$ cat config.mk
export PLATFORM = sky130hd
export DESIGN_NAME = cascaded_piv_controller
export DESIGN_NICKNAME = d
export VERILOG_FILES = /design/src/hw/rtl/cpiv_pkg.sv /design/src/hw/rtl/cpiv_cfg_regs.sv /design/src/hw/rtl/cpiv_pi_datapath.sv /design/src/hw/rtl/cascaded_piv_controller.sv
export SDC_FILE = /design/constraint.sdc
export NUM_CORES = 2
export LEC_CHECK = 0
export BUFFER_PORTS_ARGS = -buffer_cell sky130_fd_sc_hd__clkbuf_2
export CORE_ASPECT_RATIO = 0.7
export CORE_MARGIN = 2
export CORE_UTILIZATION = 40
export CTS_CLUSTER_DIAMETER = 80
export DETAILED_ROUTE_END_ITERATION = 7
export GPL_ROUTABILITY_DRIVEN = 0
export SKIP_CTS_REPAIR_TIMING = 1
export SYNTH_ARGS = -nofsm -noshare
export SYNTH_HDL_FRONTEND = slang
export SYNTH_SLANG_ARGS = --single-unit
$ cat constraint.sdc
create_clock -name clk -period 15.6 [get_ports clk]
set_input_delay 4.68 -clock clk [delete_from_list [all_inputs] [get_ports clk]]
set_output_delay 4.68 -clock clk [all_outputs]
set_load 0.03 [all_outputs]
$ cat src/hw/rtl/cpiv_pkg.sv
// Types and constants of the cascaded PI position/velocity/current controller.
// No dependencies.
`timescale 1ns / 1ps

package cpiv_pkg;

  localparam logic [1:0] LOOP_CUR = 2'd0;
  localparam logic [1:0] LOOP_VEL = 2'd1;
  localparam logic [1:0] LOOP_POS = 2'd2;

  localparam int unsigned CFG_INDEX_WIDTH = 3;

  localparam logic [CFG_INDEX_WIDTH-1:0] REG_POS_PROP_GAIN  = 3'd0;
  localparam logic [CFG_INDEX_WIDTH-1:0] REG_POS_INT_GAIN   = 3'd1;
  localparam logic [CFG_INDEX_WIDTH-1:0] REG_VEL_PROP_GAIN  = 3'd2;
  localparam logic [CFG_INDEX_WIDTH-1:0] REG_VEL_INT_GAIN   = 3'd3;
  localparam logic [CFG_INDEX_WIDTH-1:0] REG_CUR_PROP_GAIN  = 3'd4;
  localparam logic [CFG_INDEX_WIDTH-1:0] REG_CUR_INT_GAIN   = 3'd5;
  localparam logic [CFG_INDEX_WIDTH-1:0] REG_INTEGRAL_LIMIT = 3'd6;

  localparam logic [15:0] INTEGRAL_LIMIT_RESET = 16'd200;

  typedef struct packed {
    logic [1:0]  mode;
    logic [15:0] position_meas;
    logic [15:0] position_target;
    logic [15:0] velocity_meas;
    logic [11:0] current_meas;
  } cmd_word_t;

  typedef struct packed {
    logic [1:0]         loop_tag;
    logic signed [15:0] demand;
    logic               clipped;
  } rsp_word_t;

  typedef struct packed {
    logic signed [15:0] pos_prop_gain;
    logic signed [15:0] pos_int_gain;
    logic signed [15:0] vel_prop_gain;
    logic signed [15:0] vel_int_gain;
    logic signed [15:0] cur_prop_gain;
    logic signed [15:0] cur_int_gain;
    logic [15:0]        integral_limit;
  } gains_t;

  typedef struct packed {
    logic signed [31:0] pos_integrator;
    logic signed [31:0] vel_integrator;
    logic signed [31:0] cur_integrator;
    logic signed [15:0] vel_target;
    logic signed [15:0] cur_target;
    logic signed [15:0] motor_drive;
  } pi_state_t;

endpackage

$ cat src/hw/rtl/cpiv_cfg_regs.sv
// Gain and limit register file of the controller.
// Depends on cpiv_pkg.
`timescale 1ns / 1ps

module cpiv_cfg_regs
  import cpiv_pkg::*;
(
  input  logic                       clk,
  input  logic                       rst,
  input  logic                       wr_en,
  input  logic [CFG_INDEX_WIDTH-1:0] wr_index,
  input  logic [15:0]                wr_data,
  output gains_t                     gains
);

  always_ff @(posedge clk) begin
    if (rst) begin
      gains.pos_prop_gain  <= '0;
      gains.pos_int_gain   <= '0;
      gains.vel_prop_gain  <= '0;
      gains.vel_int_gain   <= '0;
      gains.cur_prop_gain  <= '0;
      gains.cur_int_gain   <= '0;
      gains.integral_limit <= INTEGRAL_LIMIT_RESET;
    end else if (wr_en) begin
      case (wr_index)
        REG_POS_PROP_GAIN:  gains.pos_prop_gain  <= wr_data;
        REG_POS_INT_GAIN:   gains.pos_int_gain   <= wr_data;
        REG_VEL_PROP_GAIN:  gains.vel_prop_gain  <= wr_data;
        REG_VEL_INT_GAIN:   gains.vel_int_gain   <= wr_data;
        REG_CUR_PROP_GAIN:  gains.cur_prop_gain  <= wr_data;
        REG_CUR_INT_GAIN:   gains.cur_int_gain   <= wr_data;
        REG_INTEGRAL_LIMIT: gains.integral_limit <= wr_data;
        default: ;
      endcase
    end
  end

endmodule

$ cat src/hw/rtl/cpiv_pi_datapath.sv
// One PI step: error, integrator update, gain products, scaling and clamp.
// Depends on cpiv_pkg.
`timescale 1ns / 1ps

module cpiv_pi_datapath
  import cpiv_pkg::*;
#(
  parameter int GAIN_FRAC_BITS = 8,
  parameter int DEMAND_WIDTH   = 16
) (
  input  cmd_word_t cmd,
  input  gains_t    gains,
  input  pi_state_t state,
  output pi_state_t state_next,
  output rsp_word_t rsp,
  output logic      legal
);

  localparam logic signed [48:0] DMAX = (49'sd1 <<< (DEMAND_WIDTH - 1)) - 49'sd1;
  localparam logic signed [48:0] DMIN = -DMAX - 49'sd1;

  logic signed [17:0] err;
  logic signed [31:0] integ;
  logic signed [15:0] kp;
  logic signed [15:0] ki;
  logic               in_range;
  logic signed [32:0] sum;
  logic signed [31:0] integ_new;
  logic               integ_clip;
  logic signed [33:0] prod_p;
  logic signed [47:0] prod_i;
  logic signed [48:0] acc;
  logic signed [48:0] scaled;
  logic signed [48:0] clamped;
  logic               demand_clip;

  always_comb begin
    legal = 1'b1;
    err   = $signed({6'b0, cmd.current_meas})
            - $signed({{2{state.cur_target[15]}}, state.cur_target});
    integ = state.cur_integrator;
    kp    = gains.cur_prop_gain;
    ki    = gains.cur_int_gain;
    case (cmd.mode)
      LOOP_CUR: ;
      LOOP_VEL: begin
        err   = $signed({2'b0, cmd.velocity_meas})
                - $signed({{2{state.vel_target[15]}}, state.vel_target});
        integ = state.vel_integrator;
        kp    = gains.vel_prop_gain;
        ki    = gains.vel_int_gain;
      end
      LOOP_POS: begin
        err   = $signed({2'b0, cmd.position_meas}) - $signed({2'b0, cmd.position_target});
        integ = state.pos_integrator;
        kp    = gains.pos_prop_gain;
        ki    = gains.pos_int_gain;
      end
      default: legal = 1'b0;
    endcase
  end

  always_comb begin
    in_range   = integ < $signed({16'b0, gains.integral_limit});
    sum        = 33'(integ) + 33'(err);
    integ_new  = sum[31:0];
    integ_clip = 1'b0;
    if (!in_range) begin
      integ_new  = '0;
      integ_clip = 1'b1;
    end else if (sum[32] != sum[31]) begin
      integ_new  = sum[32] ? 32'sh8000_0000 : 32'sh7FFF_FFFF;
      integ_clip = 1'b1;
    end
  end

  always_comb begin
    prod_p      = 34'(kp) * 34'(err);
    prod_i      = 48'(ki) * 48'(integ_new);
    acc         = 49'(prod_p) + 49'(prod_i);
    scaled      = acc >>> GAIN_FRAC_BITS;
    clamped     = scaled;
    demand_clip = 1'b0;
    if (scaled > DMAX) begin
      clamped     = DMAX;
      demand_clip = 1'b1;
    end else if (scaled < DMIN) begin
      clamped     = DMIN;
      demand_clip = 1'b1;
    end
  end

  always_comb begin
    rsp.loop_tag = cmd.mode;
    rsp.demand   = clamped[15:0];
    rsp.clipped  = integ_clip | demand_clip;
    state_next   = state;
    case (cmd.mode)
      LOOP_CUR: begin
        state_next.cur_integrator = integ_new;
        state_next.motor_drive    = clamped[15:0];
      end
      LOOP_VEL: begin
        state_next.vel_integrator = integ_new;
        state_next.cur_target     = clamped[15:0];
      end
      LOOP_POS: begin
        state_next.pos_integrator = integ_new;
        state_next.vel_target     = clamped[15:0];
      end
      default: ;
    endcase
  end

endmodule

$ cat src/hw/rtl/cascaded_piv_controller.sv
// Top level of the cascaded PI position/velocity/current controller.
// Depends on cpiv_pkg, cpiv_cfg_regs and cpiv_pi_datapath.
//
//   channel | handshake            | word
//   cmd     | cmd_valid, cmd_stall | cmd_word_t: loop select, sensor readings, position target
//   rsp     | rsp_valid, rsp_stall | rsp_word_t: loop tag, demand, clip flag
//   cfg     | cfg_valid, cfg_ready | cfg_index, cfg_data: gain and limit writes
//
// A command passes the input register, then the single-pass PI datapath into
// the response register. One word per cycle while the response is not stalled.
// Synchronous reset clears gains, limit (to 200), integrators and demands.
// A stalled response holds the datapath; a mode 3 word is dropped silently.
`timescale 1ns / 1ps

module cascaded_piv_controller
  import cpiv_pkg::*;
#(
  parameter int GAIN_FRAC_BITS = 8,
  parameter int DEMAND_WIDTH   = 16
) (
  input  logic                       clk,
  input  logic                       rst,
  input  logic                       cmd_valid,
  output logic                       cmd_stall,
  input  cmd_word_t                  cmd,
  output logic                       rsp_valid,
  input  logic                       rsp_stall,
  output rsp_word_t                  rsp,
  input  logic                       cfg_valid,
  output logic                       cfg_ready,
  input  logic [CFG_INDEX_WIDTH-1:0] cfg_index,
  input  logic [15:0]                cfg_data
);

  gains_t    gains;
  cmd_word_t cmd_q;
  logic      cmd_q_valid;
  pi_state_t state;
  pi_state_t state_next;
  rsp_word_t rsp_next;
  logic      legal;
  logic      advance;
  logic      accept;

  assign cfg_ready = 1'b1;

  cpiv_cfg_regs u_cfg (
    .clk      (clk),
    .rst      (rst),
    .wr_en    (cfg_valid & cfg_ready),
    .wr_index (cfg_index),
    .wr_data  (cfg_data),
    .gains    (gains)
  );

  cpiv_pi_datapath #(
    .GAIN_FRAC_BITS (GAIN_FRAC_BITS),
    .DEMAND_WIDTH   (DEMAND_WIDTH)
  ) u_dp (
    .cmd        (cmd_q),
    .gains      (gains),
    .state      (state),
    .state_next (state_next),
    .rsp        (rsp_next),
    .legal      (legal)
  );

  assign advance   = cmd_q_valid & (!legal | !rsp_valid | !rsp_stall);
  assign cmd_stall = cmd_q_valid & !advance;
  assign accept    = cmd_valid & !cmd_stall;

  always_ff @(posedge clk) begin
    if (rst) begin
      cmd_q_valid <= 1'b0;
    end else if (accept) begin
      cmd_q_valid <= 1'b1;
    end else if (advance) begin
      cmd_q_valid <= 1'b0;
    end
  end

  always_ff @(posedge clk) begin
    if (accept) begin
      cmd_q <= cmd;
    end
  end

  always_ff @(posedge clk) begin
    if (rst) begin
      state     <= '0;
      rsp_valid <= 1'b0;
    end else if (advance && legal) begin
      state     <= state_next;
      rsp_valid <= 1'b1;
    end else if (!rsp_stall) begin
      rsp_valid <= 1'b0;
    end
  end

  always_ff @(posedge clk) begin
    if (advance && legal) begin
      rsp <= rsp_next;
    end
  end

endmodule

Yosys cells after proc, flatten, opt, wreduce, memory -nomap -nowiden
Cells that the tools add are included.
{ "word_totals": {"out_inout_bits": 22, "wordCells": 86, "inputBits": 86, "ff_bits": 323} }
{ "classes": {"eq_ne": 10, "order_cmp": 3, "bitwise_logic": 6, "n_mul": 2, "addsub": 5, "muxes": 18, "n_reduce_logical": 20} }
{ "ops": {"columns": ["op", "count"], "rows": [
  ["32-bit 2-to-1 mux", 3],
  ["16-bit case mux with 2 select lines", 2],
  ["32-bit case mux with 2 select lines", 1],
  ["34-bit by 48-bit adder with 49-bit output", 1],
  ["16-bit by 32-bit multiplier with 48-bit output", 1],
  ["41-bit by 16-bit > comparator with 1-bit output, second input constant", 1],
  ["41-bit by 16-bit less-than comparator with 1-bit output, second input constant", 1],
  ["18-bit case mux with 2 select lines", 1],
  ["16-bit by 18-bit multiplier with 34-bit output", 1],
  ["32-bit by 18-bit adder with 33-bit output", 1],
  ["32-bit by 17-bit less-than comparator with 1-bit output", 1],
  ["16-bit 2-to-1 mux", 2],
  ["2-bit AND reduction", 10],
  ["17-bit by 16-bit subtractor with 18-bit output", 1],
  ["13-bit by 16-bit subtractor with 17-bit output", 1],
  ["16-bit by 16-bit subtractor with 17-bit output", 1],
  ["3-bit equality test, second input constant", 3],
  ["1-bit 2-to-1 mux", 9],
  ["3-bit by 2-bit equality test with 1-bit output, second input constant", 2],
  ["1-bit zero test", 5],
  ["1-bit AND", 3],
  ["3-bit by 1-bit equality test with 1-bit output, second input constant", 1],
  ["3-bit zero test", 1],
  ["1-bit bitwise OR", 3],
  ["other kinds (8)", 8]
]} }

Longest topological paths before layout
{ "logic_depth": {"ltp_word": 12, "ltp_mapped": 74, "ltp_nobuf": 66} }

Hierarchy
From an unflattened synthesis, not the netlist that was laid out.
{ "hier_totals": {"hier_cells": 5767, "hier_area_um2": 51695.8} }
{ "modules_own_cells": {"columns": ["mod", "area_per_inst_um2", "cells_each", "n_inst"], "rows": [
  ["cpiv_pi_datapath", 38334.3, 4656, 1],
  ["cascaded_piv_controller", 8936.1, 716, 1],
  ["cpiv_cfg_regs", 4425.5, 395, 1]
]} }

Worst setup path before layout
No wires, ideal clock.
{ "synth_path": {"path_type": "reg-to-reg", "from": "reg cmd_q[44] (netlist bit)", "to": "reg state[22] (netlist name)", "required_time_ns": 15.458, "path_slack_ns": -0.422, "n_path_buf": 8, "arrival_ns": 15.880, "stages_incl_launch_ff": 70, "setup_time_ns": 0.142, "cell_sequence": "edfxtp_1 > inv_1 > ha_1 > inv_1 > fa_1 > a21o_1 > a21oi_1 > o21ai_0 > a21oi_1 > o21bai_1 > a21oi_1 > nor2b_1 > o21a_1 > o41a_1 > a41oi_1 > a21oi_1 > o21a_1 > inv_1 > (+34 left out) > fa_1 > inv_1 > fa_1 > inv_1 > ha_1 > clkbuf_1 > nand4_1 > or3_1 > or3_1 > or4_1 > a31oi_1 > or2_2 > a31oi_1 > nor4_1 > nand4_1 > o31ai_2 > buf_2 > a221oi_1"} }
{ "synth_via": {"elab_chain_cells": 11, "word_cells_on_any_way": 14, "classes_between": "add/sub (3); mul (2); order compare (2); eq/ne (1); mux (6)"} }
{ "synth_lines": {"columns": ["item", "line", "text"], "rows": [
  ["from (decl)", "cascaded_piv_controller.sv:36", "cmd_word_t cmd_q;"],
  ["from (signal assigned)", "cascaded_piv_controller.sv:84", "cmd_q <= cmd;"],
  ["16-bit by 16-bit subtractor with 17-bit output *", "cpiv_pi_datapath.sv:54", "err = $signed({2'b0, cmd.position_meas}) - $signed({2'b0, cmd.position_target});"],
  ["18-bit case mux with 2 select lines *", "cpiv_pi_datapath.sv:44", "case (cmd.mode)"],
  ["32-bit by 18-bit adder with 33-bit output", "cpiv_pi_datapath.sv:65", "sum = 33'(integ) + 33'(err);"],
  ["32-bit 2-to-1 mux or 1-bit inequality test (tied branches)", "cpiv_pi_datapath.sv:72, cpiv_pi_datapath.sv:71", null],
  ["32-bit 2-to-1 mux", "cpiv_pi_datapath.sv:71", "end else if (sum[32] != sum[31]) begin"],
  ["32-bit 2-to-1 mux", "cpiv_pi_datapath.sv:68", "if (!in_range) begin"],
  ["16-bit by 32-bit multiplier with 48-bit output", "cpiv_pi_datapath.sv:79", "prod_i = 48'(ki) * 48'(integ_new);"],
  ["34-bit by 48-bit adder with 49-bit output *", "cpiv_pi_datapath.sv:80", "acc = 49'(prod_p) + 49'(prod_i);"],
  ["41-bit by 16-bit less-than comparator with 1-bit output", "cpiv_pi_datapath.sv:87", "end else if (scaled < DMIN) begin"],
  ["16-bit 2-to-1 mux", "cpiv_pi_datapath.sv:87", null],
  ["16-bit 2-to-1 mux *", "cpiv_pi_datapath.sv:84", "if (scaled > DMAX) begin"]
]} }
Mark *: on every way between the ends. The rest lies on a longest branch, timed or not.
A chain may end at the register's enable or synchronous reset.

Worst setup path after layout
{ "layout_path": {"from": "reg cmd_q[44] (netlist bit)", "to": "reg state[29] (netlist name)"} }
{ "layout_via": {"elab_chain_cells": 11, "word_cells_on_any_way": 14, "classes_between": "add/sub (3); mul (2); order compare (2); eq/ne (1); mux (6)"} }
{ "layout_lines": {"columns": ["item", "line"], "rows": [
  ["16-bit by 16-bit subtractor with 17-bit output *", "cpiv_pi_datapath.sv:54"],
  ["18-bit case mux with 2 select lines *", "cpiv_pi_datapath.sv:44"],
  ["32-bit by 18-bit adder with 33-bit output", "cpiv_pi_datapath.sv:65"],
  ["32-bit 2-to-1 mux or 1-bit inequality test (tied branches)", "cpiv_pi_datapath.sv:72, cpiv_pi_datapath.sv:71"],
  ["32-bit 2-to-1 mux", "cpiv_pi_datapath.sv:71"],
  ["32-bit 2-to-1 mux", "cpiv_pi_datapath.sv:68"],
  ["16-bit by 32-bit multiplier with 48-bit output", "cpiv_pi_datapath.sv:79"],
  ["34-bit by 48-bit adder with 49-bit output *", "cpiv_pi_datapath.sv:80"],
  ["41-bit by 16-bit less-than comparator with 1-bit output", "cpiv_pi_datapath.sv:87"],
  ["16-bit 2-to-1 mux", "cpiv_pi_datapath.sv:87"],
  ["16-bit 2-to-1 mux *", "cpiv_pi_datapath.sv:84"]
]} }
Marks and branches as above.

==> impl_metrics.tcl <==
set metrics [dict create \
    max-clock-path-buffers 3 \
    overflow 0 \
    cts_buffers 35 \
    io_pins 108 \
    whs_ns 0.453 \
    crit_slowest_cell "fa_2" \
    synth_edf_count 81 \
    first_global_vias 39800 \
    via_count 39600 \
    antenna_found_initial 4 \
    drive_gt1_share_pct 15.0 \
    start_kind "flip-flop" \
    syn_nets 6733 \
    worst_slew_pin_slew_ns 1.24 \
    skew_ns 0.0299 \
    coreArea_um2 117000 \
    fin_crit_sh_pct 99.0 \
    die_w_um 414 \
    path_max_fanout 7 \
    use_met2_pct 34.8 \
    cp_slowest_stage_delay_ns 0.63 \
    vias_per_cell 5.35 \
    synth-seq-cells 323 \
    ys_seq_area_share_pct 15.5 \
    cp.required_ns 15.99 \
    status "completed" \
    hold_class "flip-flop to flip-flop" \
    rsz0062_at_grt "yes" \
    synth_ff_type "dfxtp_1" \
    finalHoldViolCount 0 \
    grt_max_degree 142 \
    path_clk_slew_ns 0.06 \
    drc 0 \
    async_flop_share_pct 0 \
    crit_top_cell "fa_1" \
    relSlewSlack_pct 16.7 \
    grtUsageTotal_pct 26.6 \
    setup_viol 0 \
    drt_pass1_iterations 6 \
    fmax_mhz 64.7 \
    syn_area_um2 47000 \
    drtIter0Drc 3740 \
    fp.dieH_um 291 \
    cts_tree "done" \
    routed_wl_mm 160 \
    maxSlewViolCount 0 \
    clock_sinks 323 \
    syn_area_per_cell_um2 8.58 \
    r2r_cells 65 \
    maxCapViolCount 0 \
    worstSetupEndpointType "flip-flop" \
    grt_busiest_layer "met1" \
    final_common_cell "inv_1" \
    holdPathStages 2 \
    min_period_ns 15.45 \
    area_delta_synth_final_pct 16.1 \
    num_rows 105 \
    synthCells 5481 \
    dieArea_um2 120000 \
    ys_types 89 \
    ys_warn_count 0 \
    port_buffers 106 \
    layout_common_cells "inv_1 (1034), nand2_1 (936), fa_1 (842), nor2_1 (466), buf_4 (392)" \
    wl_per_cell_um 21.6 \
    start_util_pct 40.2 \
    worst_ep_arrival_time_ns 15.84 \
    clk_latency_ns 0.57 \
    ant_nets 0 \
    ctsHtreeMaxLevel 2 \
    use_met1_pct 39.3 \
    hpwl_mm 130 \
    grt_pass1_wl_mm 243 \
    finalNetCount 7077 \
    grt_use_met3_pct 13.5 \
    path_class "flip-flop to flip-flop" \
    root_buffer "clkbuf_16" \
]
## sequential cells by signal, indices dropped and copies added, names as in the netlist
signal and cells:
cmd_q_valid 1, state 128, rsp 19, cmd_q 62
rsp_valid 1, u_cfg.gains 112
## synth_stat cells (11+ instances only)
library cell / n / area [um^2]
inv_1: 1040 / 3900
nand2_1: 943 / 3540
fa_1: 889 / 17800
nor2_1: 496 / 1860
a21oi_1: 384 / 1920
ha_1: 277 / 3470
dfxtp_1: 242 / 4840
clkbuf_1: 201 / 754
o21ai_0: 94 / 470
edfxtp_1: 81 / 2430
and2_1: 74 / 463
xnor2_1: 69 / 604
a22oi_1: 65 / 488
a21o_1: 64 / 480
nor2b_1: 38 / 238
nand3_1: 37 / 185
xor2_1: 36 / 315
nor3_1: 32 / 160
buf_1: 31 / 116
nand2b_1: 28 / 175
nand4_1: 27 / 169
o21ai_1: 23 / 115
a221oi_1: 22 / 193
o21bai_1: 18 / 135
o21a_1: 17 / 128
or3_1: 17 / 106
a211oi_1: 15 / 113
or2_2: 15 / 93.8
a31oi_1: 13 / 81.3
o31ai_1: 13 / 97.6
nor4_1: 12 / 75.1
a21boi_0: 11 / 82.6
## layout make-up
class | instances | area, um^2
diodes | 6 | 15.0
clock buffers | 43 | 977
clock inverters | 20 | 198
fillers | 11200 | 62300
inverters | 1042 | 3920
multi-input cells | 3873 | 36000
flip-flops and latches | 323 | 7280
well taps | 1551 | 1940
repair buffers | 550 | 4230
## kinds of logic (layout without fill, tap and decap cells)
kind of cell,after synthesis,in the layout,synth area share [%]
AOI/OAI and AO/OA,837,837,11.1
xor gates and xnor gates,105,105,1.96
adders and majority gates,1166,1166,45.2
buffers and inverters,1286,1655,10.3
DFF,323,323,15.5
muxes,7,7,0.157
other,1,7,0.00797
and+or+nand+nor,1756,1757,15.7
## routing by layer
metal	part of all wire, %	wire [um]	vias to the layer above
li1	-	-	17700
met4	2.0	3180	12
met5	0.12	195	-
met2	38	61000	2012
met1	44	70800	19700
met3	15	24600	210
## through the flow
stage / setup slack, ns / instances / util [%] / setup TNS, ns / instance area (um^2)
3_3_place_gp: -0.388 / 7287 / 44.3 / -15.12 / 51800
6_report: 0.152 / 7408 / 46.7 / 0 / 54600
2_1_floorplan: 0.00981 / 5481 / - / 0 / 47100
4_1_cts: -0.801 / 7350 / 45.3 / -32.85 / 52900
3_5_place_dp: -0.632 / 7287 / 44.3 / -24.89 / 51800
5_1_grt: -0.476 / 7402 / 46.7 / -19.95 / 54600
## final timing paths
| check | to | slack [ns] | startpoint |
|---|---|---|---|
| worst max-delay path | state[29] | 0.15 | cmd_q[44] |
| worst min-delay path | state[54] | 0.45 | state[54] |
| worst max register to register | state[29] | 0.15 | cmd_q[44] |
| worst min register to register | state[54] | 0.45 | state[54] |
## worst max-delay path: cells and delay by family (launching register included)
family / cells / cell delay, ns
fa+ha+maj: 13 / 5.74
simple gates: 16 / 3.29
flops: 1 / 0.36
xor+xnor: 2 / 0.42
buf+inv: 11 / 1.26
compound gates: 23 / 4.20
Power is left out: the tool's default activity adds up to more than one toggle a clock period on the data nets, which glitch-free logic cannot reach.
